## config.mk

```make
export PLATFORM = sky130hd
export DESIGN_NAME = setc_ctrl
export DESIGN_NICKNAME = d
export VERILOG_FILES = /design/src/design/setc_pkg.sv /design/src/design/setc_ctrl.sv
export SDC_FILE = /design/constraint.sdc
export NUM_CORES = 1
export LEC_CHECK = 0
export BUFFER_PORTS_ARGS = -buffer_cell sky130_fd_sc_hd__buf_2
export CORE_AREA = 4 4 41 43
export CTS_CLUSTER_SIZE = 8
export DETAILED_ROUTE_END_ITERATION = 7
export DIE_AREA = 0 0 45 47
export HOLD_SLACK_MARGIN = 0.1
export PLACE_DENSITY = 0.64
export SKIP_CTS_REPAIR_TIMING = 1
export SLEW_MARGIN = 20
export SYNTH_ARGS = -nofsm -noshare
export SYNTH_HDL_FRONTEND = slang
export SYNTH_SLANG_ARGS = --single-unit
```

## constraint.sdc

```tcl
create_clock -name i_clk -period 1.7 [get_ports i_clk]
set_input_delay 0.085 -clock i_clk [delete_from_list [all_inputs] [get_ports i_clk]]
set_output_delay 0.085 -clock i_clk [all_outputs]
set_load 0.01 [all_outputs]
```

## src/design/setc_pkg.sv

```systemverilog
`timescale 1ns / 1ps
// ----------------------------------------------------------------------------
// setc_pkg
// Shared types and constants of the scope edge trigger capture block.
// ----------------------------------------------------------------------------
package setc_pkg;

    localparam int RING_DEPTH_DEF = 2048;
    localparam int WINDOW_DEF     = 128;

    localparam int SMP_W     = 12;
    localparam int CFG_IDX_W = 1;
    localparam int CFG_DAT_W = 12;

    localparam logic [SMP_W-1:0] LEVEL_RESET = 12'd2047;

    // configuration register indexes
    localparam logic [CFG_IDX_W-1:0] CFG_TRIG_LEVEL   = 1'd0;
    localparam logic [CFG_IDX_W-1:0] CFG_EDGE_FALLING = 1'd1;

    // input item modes
    localparam logic MODE_SAMPLE  = 1'b0;
    localparam logic MODE_CAPTURE = 1'b1;

    // controller to datapath
    typedef struct packed {
        logic wr_sample;
        logic srch_init;
        logic srch_prime;
        logic srch_step;
        logic emit_init;
        logic found;
        logic emit_rd0;
        logic emit_rd1;
        logic emit_lat;
        logic out_xfer;
    } t_cmd;

    // datapath to controller
    typedef struct packed {
        logic hit;
        logic k_last;
        logic last;
    } t_status;

endpackage

```

## src/design/setc_ctrl.sv

```systemverilog
`timescale 1ns / 1ps
// ----------------------------------------------------------------------------
// setc_ctrl
// Sequencer: sample writes, backward edge search, window readout.
// ----------------------------------------------------------------------------
module setc_ctrl
    import setc_pkg::*;
(
    input  logic    i_clk,
    input  logic    i_rst_n,
    input  logic    i_in_valid,
    input  logic    i_mode,
    output logic    o_in_ready,
    output logic    o_out_valid,
    input  logic    i_out_ready,
    input  t_status i_status,
    output t_cmd    o_cmd
);

    localparam logic [3:0] S_IDLE   = 4'd0;
    localparam logic [3:0] S_INIT   = 4'd1;
    localparam logic [3:0] S_PRIME  = 4'd2;
    localparam logic [3:0] S_SEARCH = 4'd3;
    localparam logic [3:0] S_EINIT  = 4'd4;
    localparam logic [3:0] S_RD0    = 4'd5;
    localparam logic [3:0] S_RD1    = 4'd6;
    localparam logic [3:0] S_LAT    = 4'd7;
    localparam logic [3:0] S_OUT    = 4'd8;

    logic [3:0] r_state, n_state;
    logic       r_found, n_found;
    logic       accept;

    assign accept = i_in_valid && (r_state == S_IDLE);

    always_comb begin
        n_state = r_state;
        n_found = r_found;
        o_cmd   = '0;
        case (r_state)
            S_IDLE: begin
                if (accept) begin
                    if (i_mode == MODE_CAPTURE) begin
                        n_state = S_INIT;
                    end else begin
                        o_cmd.wr_sample = 1'b1;
                    end
                end
            end
            S_INIT: begin
                o_cmd.srch_init = 1'b1;
                n_state         = S_PRIME;
            end
            S_PRIME: begin
                o_cmd.srch_prime = 1'b1;
                n_state          = S_SEARCH;
            end
            S_SEARCH: begin
                if (i_status.hit) begin
                    n_found = 1'b1;
                    n_state = S_EINIT;
                end else if (i_status.k_last) begin
                    n_found = 1'b0;
                    n_state = S_EINIT;
                end else begin
                    o_cmd.srch_step = 1'b1;
                end
            end
            S_EINIT: begin
                o_cmd.emit_init = 1'b1;
                o_cmd.found     = r_found;
                n_state         = S_RD0;
            end
            S_RD0: begin
                o_cmd.emit_rd0 = 1'b1;
                n_state        = S_RD1;
            end
            S_RD1: begin
                o_cmd.emit_rd1 = 1'b1;
                n_state        = S_LAT;
            end
            S_LAT: begin
                o_cmd.emit_lat = 1'b1;
                n_state        = S_OUT;
            end
            S_OUT: begin
                // hold the result until the transfer
                if (i_out_ready) begin
                    o_cmd.out_xfer = 1'b1;
                    n_state        = i_status.last ? S_IDLE : S_RD0;
                end
            end
            default: begin
                n_state = S_IDLE;
            end
        endcase
    end

    always_ff @(posedge i_clk) begin
        if (!i_rst_n) begin
            r_state <= S_IDLE;
            r_found <= 1'b0;
        end else begin
            r_state <= n_state;
            r_found <= n_found;
        end
    end

    assign o_in_ready  = (r_state == S_IDLE);
    assign o_out_valid = (r_state == S_OUT);

endmodule

```

After elaboration in Yosys (flattened, before gate mapping):

Index checks and enable logic that the tools add are counted.

* mux-type cells: 23
* reductions and logical operators: 5
* equal/unequal tests: 12

Operators with widths (number)
* one-hot mux 4 bit (9 select lines): 1
* two-way mux 4 bit: 5
* equality test 4 x 3 -> 1 bit, second input constant: 4
* two-way mux 1 bit: 15
* equality test 4 x 2 -> 1 bit, second input constant: 2
* equality test 4 x 1 -> 1 bit, second input constant: 1
* equality test 4 bit, second input constant: 1
* logical NOT 4 bit: 1
* inequality test 2 x 1 -> 1 bit, second input constant: 2
* AND reduction 4 bit: 1
* two-way mux 3 bit: 1
* inequality test 3 bit, second input constant: 1
* two-way mux 2 bit: 1
* inequality test 2 bit, second input constant: 1
* AND reduction 2 bit: 1
* nonzero test 2 bit: 1
* logical AND 1 bit: 1

* bits of input ports: 8
* logic and storage cells: 42
* flip-flop bits (word level): 5

Logic depth before layout (Yosys ltp):

Gate-level depths: netlist (run 1).

* word-level depth: 4
* depth in mapped cells: 4
* mapped depth without buffers: 3

Least setup slack after synthesis (run 1):

OpenSTA, ideal clock, no wires.

* kind: register -> register
* start point: register r_state[1]
* end point: register r_state[0]
* path slack: 0.265 ns
* clock period less this slack: 1.435 ns
* library setup time: 0.114 ns
* required time: 1.586 ns
* data arrival time: 1.320 ns
* cell stages (with the launch flop): 5
* path through: dfxtp_1 > buf_6 > or4b_4 > a2bb2oi_2 > a2bb2o_4

* word-level cells in the longest chain between the ends: 4

Ends and longest elaborated chain
* from (decl): RTL line setc_ctrl.sv:30 `logic [3:0] r_state, n_state;`
* from (signal assigned): RTL line setc_ctrl.sv:104 `r_state <= n_state;`
* logical NOT 4 bit: RTL line setc_ctrl.sv:34, setc_ctrl.sv:40
* logical AND 1 bit: RTL line setc_ctrl.sv:34 `assign accept = i_in_valid && (r_state == S_IDLE);`
* inequality test 2 x 1 -> 1 bit (no source line)
* AND reduction 4 bit (no source line)

Several ways; a longest one is shown, not always the timed one.
A chain may end at the register's enable or synchronous reset.

==> results of run 1 <==
## metal layers
| layer | share of wire | global-route usage | routed length [um] | vias to the layer above |
|---|---|---|---|---|
| li1 | - | - | - | 221 |
| met1 | 0.45 | 0.123 | 458 | 191 |
| met2 | 0.52 | 0.172 | 521 | 7 |
| met3 | 0.022 | 0.0115 | 22 | 2 |
| met4 | 0.0059 | 0.0877 | 6 | 0 |
| met5 | 0 | 0 | 0 | - |
## metrics by stage
stage	cells	hold slack (ns)	total power, mW	setup WS [ns]	utilization
2_1_floorplan	50	0.202	0.233	0.265	-
4_1_cts	86	0.0856	0.406	0.0529	0.413
5_1_grt	87	0.182	0.427	0.0105	0.422
3_3_place_gp	82	0.348	0.260	0.269	0.392
6_report	87	0.165	0.400	0.103	0.422
3_5_place_dp	82	0.347	0.263	0.224	0.392
## kinds of logic after synthesis
kind of cell | Yosys count
AOI/OAI and AO/OA | 10
buffers and inverters | 8
DFF | 5
and+or+nand+nor | 27
## cell usage in the layout, fill, tap and decap left out, types with 2 or more instances in the layout
cell	instances
o21a_1	2
nand2_1	3
nand2b_1	4
buf_4	2
clkbuf_4	3
a21oi_1	2
nor3_1	4
inv_1	4
and2_1	3
nor2_1	6
dfxtp_1	4
buf_2	19
## final timing paths
path	end	slack (ns)	from	depth (start not counted)
worst max-delay path	o_cmd[0]	0.10	r_state[0]	4
worst min register to register	r_found	0.65	r_found	2
worst min-delay path	r_found	0.17	i_status[2]	3
worst max register to register	r_state[0]	0.26	r_state[0]	3
## worst reg2reg max path, stage by stage, from the launching register on
cell       delay (ns)
dfxtp_1          0.41
or4b_4           0.55
a2bb2oi_2        0.16
a2bb2o_4         0.22
## flip-flops by register name, summed over array words and instances (netlist names)
signal / cells
r_state: 4
r_found: 1
## cells in the mapped netlist
library cell  number
nor2_1             6
dfxtp_1            5
inv_1              4
nand2b_1           4
nor3_1             4
and2_1             3
buf_6              3
nand2_1            3
a21oi_1            2
o21a_1             2
a21boi_0           1
a221oi_1           1
a2bb2o_4           1
a2bb2oi_2          1
and3b_1            1
and4bb_2           1
buf_4              1
nand3b_1           1
nor4_1             1
nor4_2             1
o2111a_1           1
o31a_2             1
or4b_1             1
or4b_4             1
## where the power goes
group          switching [mW]  internal (mW)  total, mW  leakage [nW]
Sequential             0.0171          0.127      0.144        0.0412
Combinational          0.0593         0.0582      0.117         0.217
Clock                  0.0531         0.0854      0.138        0.0177
## layout make-up
type                       instances  area [um2]
tap                               15        18.8
multi-input combinational         37         267
sequential                         5         101
inverter                           4        15.0
clock buffer                       3        22.5
fill                             152         752
clock inverter                     1        5.00
timing repair buffer              22         120
==> qor.yml, run 1 <==
synth_top_family_by_area: "simple AND/OR/NAND/NOR gates"
power_density_nw_per_um2: 729
worstPathRequired_ns: 1.62
synth_top_area_frac: 0.237
postRouteAntennaNets: 0
synthAdderAreaFrac: 0
critPathMaxFanout: 12
grt_max_degree: 13
synth.avg_cell_area_um2: 8.46
wl_per_cell_um: 11.6
hold_class: "input pin to flip-flop"
ys_seq_area_frac: 0.237
synthSimpleGateAreaFrac: 0.399
slew_headroom: 0.740
slowest_stage: "or4b_4"
ir_drop_uv: 436
clk_pin_slew_ns: 0.05
maxCapViolCount: 0
arrival_ns: 1.51
antenna_found_initial: 0
final_nets: 81
final_area_um2: 549
cts.sinks: 5
finalClockSkew_ns: 0.00854
yosysTopAreaCell: "dfxtp_1"
rows: 13
synth_cell_types: 24
gp_congestion: 0.802
drt_iter0_drc: 2
io_pins: 20
synthTopCellsByArea: "dfxtp_1, buf_6, nand2b_1, nor2_1, a2bb2o_4"
hold_violations: 0
worstSetupPathType: "flip-flop to primary output"
slew_viol_final: 0
period_needed_ns: 1.60
grt_overflow: 0
die_h_um: 47
place_area_um2: 510
numCtsBuffers: 3
synthToLayoutAreaGrowth_pct: 29.9
outcome: "finished clean"
cp_top_family: "simple AND/OR/NAND/NOR gates"
fin_crit_sh: 0.939
drive_above_1_share: 0.444
grtUsageTotal: 0.105
cts_max_path_buffers: 2
num_antenna_cells: 0
grt_first_pass_wirelength_um: 1590
muxShareOfSynthArea: 0
clk_latency_ns: 0.25
die_area_um2: 2120
syn-num-nets: 58
p_leak_nw: 0.276
cp_num_buf_inv: 2
startpoint_type: "flip-flop"
numPortBuffers: 19
first_pass_iters: 2
synthXorXnorAreaFrac: 0
crit_chain: "or4b_4 -> inv_1 -> and2_1 -> buf_2"
hpwl_um: 809
die_w_um: 45
setup_violations: 0
setup_tns_ns: 0
crit_path_max_incr_delay_ns: 0.55
yosysWarnings: 0
ys_ff_latch: 5
via_per_inst: 4.84
num_vias: 421
critPathCaptureType: "primary output"
core_area_um2: 1300
synthCells: 50
cts_tree: "done"
fmax_mhz: 626
synth_area_um2: 423
synth_compound_area_frac: 0.231
drc: 0
cts_root_buf: "clkbuf_4"
htreeDepth: 1
worst_pin_slew_ns: 0.386
start_util: 0.325
routed_wl_um: 1010
grt_setup_unrepaired: "no"
grt_pass1_vias: 392
Power figures use the tool's default switching activity.
==> run 2: changes to the inputs <==
- GPL_TIMING_DRIVEN: default -> 0
- clock period: 1.7 -> 1.5 ns (I/O delays scaled with it)
==> run 2 against run 1 <==
Effect of this change:
- the run now ends with negative setup slack left
- clock skew down 0.0084 ns
- cell count up 3.4%
- clock power up 12%
- global-route usage down 1.4 points
==> qor.yml, run 2 (synthesized netlist as in run 1, its figures left out) <==
core_area_um2: 1300  # unchanged
gp_congestion: 0.728  # -9.2%
rows: 13  # unchanged
crit_start: "r_state[1]"
first_pass_iters: 4  # +2
final_util: 0.451  # +0.0288
cts.sinks: 5  # unchanged
dp_slack_ns: 0.0373  # -0.187 ns
regToRegStartpoint: "r_state[1]"
final_area_um2: 587  # +6.8%
clk_latency_ns: 0.24  # about the same
hold_class: "input pin to flip-flop"
reg2reg_depth: 4  # +1
hold_violations: 0  # unchanged
num_vias: 418  # -0.71%
multi_input_area_um2: 274  # +2.8%
antenna_found_initial: 0  # unchanged
htreeDepth: 1  # unchanged
drt_iter0_drc: 2  # unchanged
slew_viol_final: 0  # unchanged
cp_top_family: "simple AND/OR/NAND/NOR gates"
grt_pass1_vias: 375  # -4.3%
violations: "negative setup slack"
grt_first_pass_wirelength_um: 1410  # -11%
largest_reg_flops: 4  # unchanged
maxCapViolCount: 0  # unchanged
synthToLayoutAreaGrowth_pct: 38.8
slowest_stage: "or4b_4"
die_area_um2: 2120  # unchanged
grt_overflow: 0  # unchanged
holdWs_ns: 0.0920  # -0.0735 ns
grtUsageTotal: 0.0909  # -0.0143
grt_setup_unrepaired: "yes"
cp_num_buf_inv: 3  # +1
setup_tns_ns: -0.0611  # -0.0611 ns
hpwl_um: 760  # -6.1%
drc: 0  # unchanged
routed_wl_um: 936  # -7.2%
worstSetupPathType: "flip-flop to primary output"
place_area_um2: 537  # +5.1%
worstPathRequired_ns: 1.42  # -0.20 ns
via_per_inst: 4.64  # -4.0%
num_antenna_cells: 0  # unchanged
period_needed_ns: 1.56
ir_drop_uv: 497  # +14%
holdCritStartpoint: "i_rst_n"
regMostFlops: "r_state"
die_h_um: 47  # unchanged
startpoint_type: "flip-flop"
fmax_mhz: 641
grt_max_degree: 11  # -2
cts_max_path_buffers: 2  # unchanged
final_cell_mix: "buf_2, nor2_1, nand2b_1, dfxtp_1"
crit_chain: "buf_6 -> or4b_4 -> inv_2 -> and2_1 -> buf_2"
cts_root_buf: "clkbuf_4"
top_regs: "r_state (4), r_found (1)"
worst-path-stages: 5  # +1
numPortBuffers: 19  # unchanged
worst_pin_slew_ns: 0.339  # -0.0475 ns
numCtsBuffers: 3  # unchanged
critPathCaptureType: "primary output"
postRouteAntennaNets: 0  # unchanged
fin_crit_sh: 1.04
io_pins: 20  # unchanged
drive_above_1_share: 0.507  # +0.0622
final-seq-area_um2: 101  # unchanged
final_nets: 84  # +3.7%
start_util: 0.325  # unchanged
critPathMaxFanout: 7  # -5
slew_headroom: 0.772  # +0.0320
die_w_um: 45  # unchanged
outcome: "finished with violations"
cts_tree: "done"
wl_per_cell_um: 10.4  # -10%
fill_cells: 143  # -5.9%
setup_violations: 1  # +1
setup_slack_ns: -0.0611  # -0.164 ns
arrival_ns: 1.49  # -0.02 ns
layout_commonest_cell: "buf_2"
p_leak_nw: 0.295  # +6.8%
clk_pin_slew_ns: 0.04  # about the same
crit_path_max_incr_delay_ns: 0.53  # -0.02 ns
whs_path_depth: 2  # -1
power_density_nw_per_um2: 811  # +11%
finalClockSkew_ns: 0.000138  # -0.00840 ns
run 2: metrics by stage:
stage	total power, mW	std cells
2_1_floorplan	0.264	50
3_3_place_gp	0.310	84
3_5_place_dp	0.311	84
4_1_cts	0.469	88
5_1_grt	0.498	90
6_report	0.476	90
run 2: final timing paths:
kind / end / slack (ns)
setup / recovery: o_cmd[0] / -0.06
hold / removal: r_state[3] / 0.09
setup reg to reg: r_state[0] / 0.05
hold reg to reg: r_found / 0.63
run 2: worst register-to-register path, delay by kind of cell (launching register included):
| kind | cells | cell delay, ns |
|---|---|---|
| AO/OA/AOI/OAI | 2 | 0.38 |
| buffers and inverters | 1 | 0.12 |
| AND/OR/NAND/NOR | 1 | 0.53 |
| flip-flops | 1 | 0.31 |
run 2: layer usage:
layer / part of all wire / global-route usage / vias up
met1: 0.44 / 0.105 / 183
met5: 0 / 0 / -
met4: 0.022 / 0.0702 / 0
met2: 0.51 / 0.153 / 9
met3: 0.030 / 0.0115 / 2
li1: - / - / 224
run 2: report_power, final:
part / switching, mW / total [mW] / internal [mW] / leakage [nW]
sequential: 0.00718 / 0.152 / 0.145 / 0.0411
clock: 0.0531 / 0.154 / 0.100 / 0.0150
combinational: 0.0842 / 0.170 / 0.0859 / 0.239
total: 0.145 / 0.476 / 0.331 / 0.295
run 2: cell type report:
| class | count | area share |
|---|---|---|
| repair buffers | 21 | 0.188 |
| flip-flops and latches | 5 | 0.173 |
| inverters | 4 | 0.0256 |
| plain buffers | 4 | 0.0704 |
| clock buffers | 4 | 0.0448 |
| multi-input cells | 37 | 0.467 |
| well taps | 15 | 0.0320 |
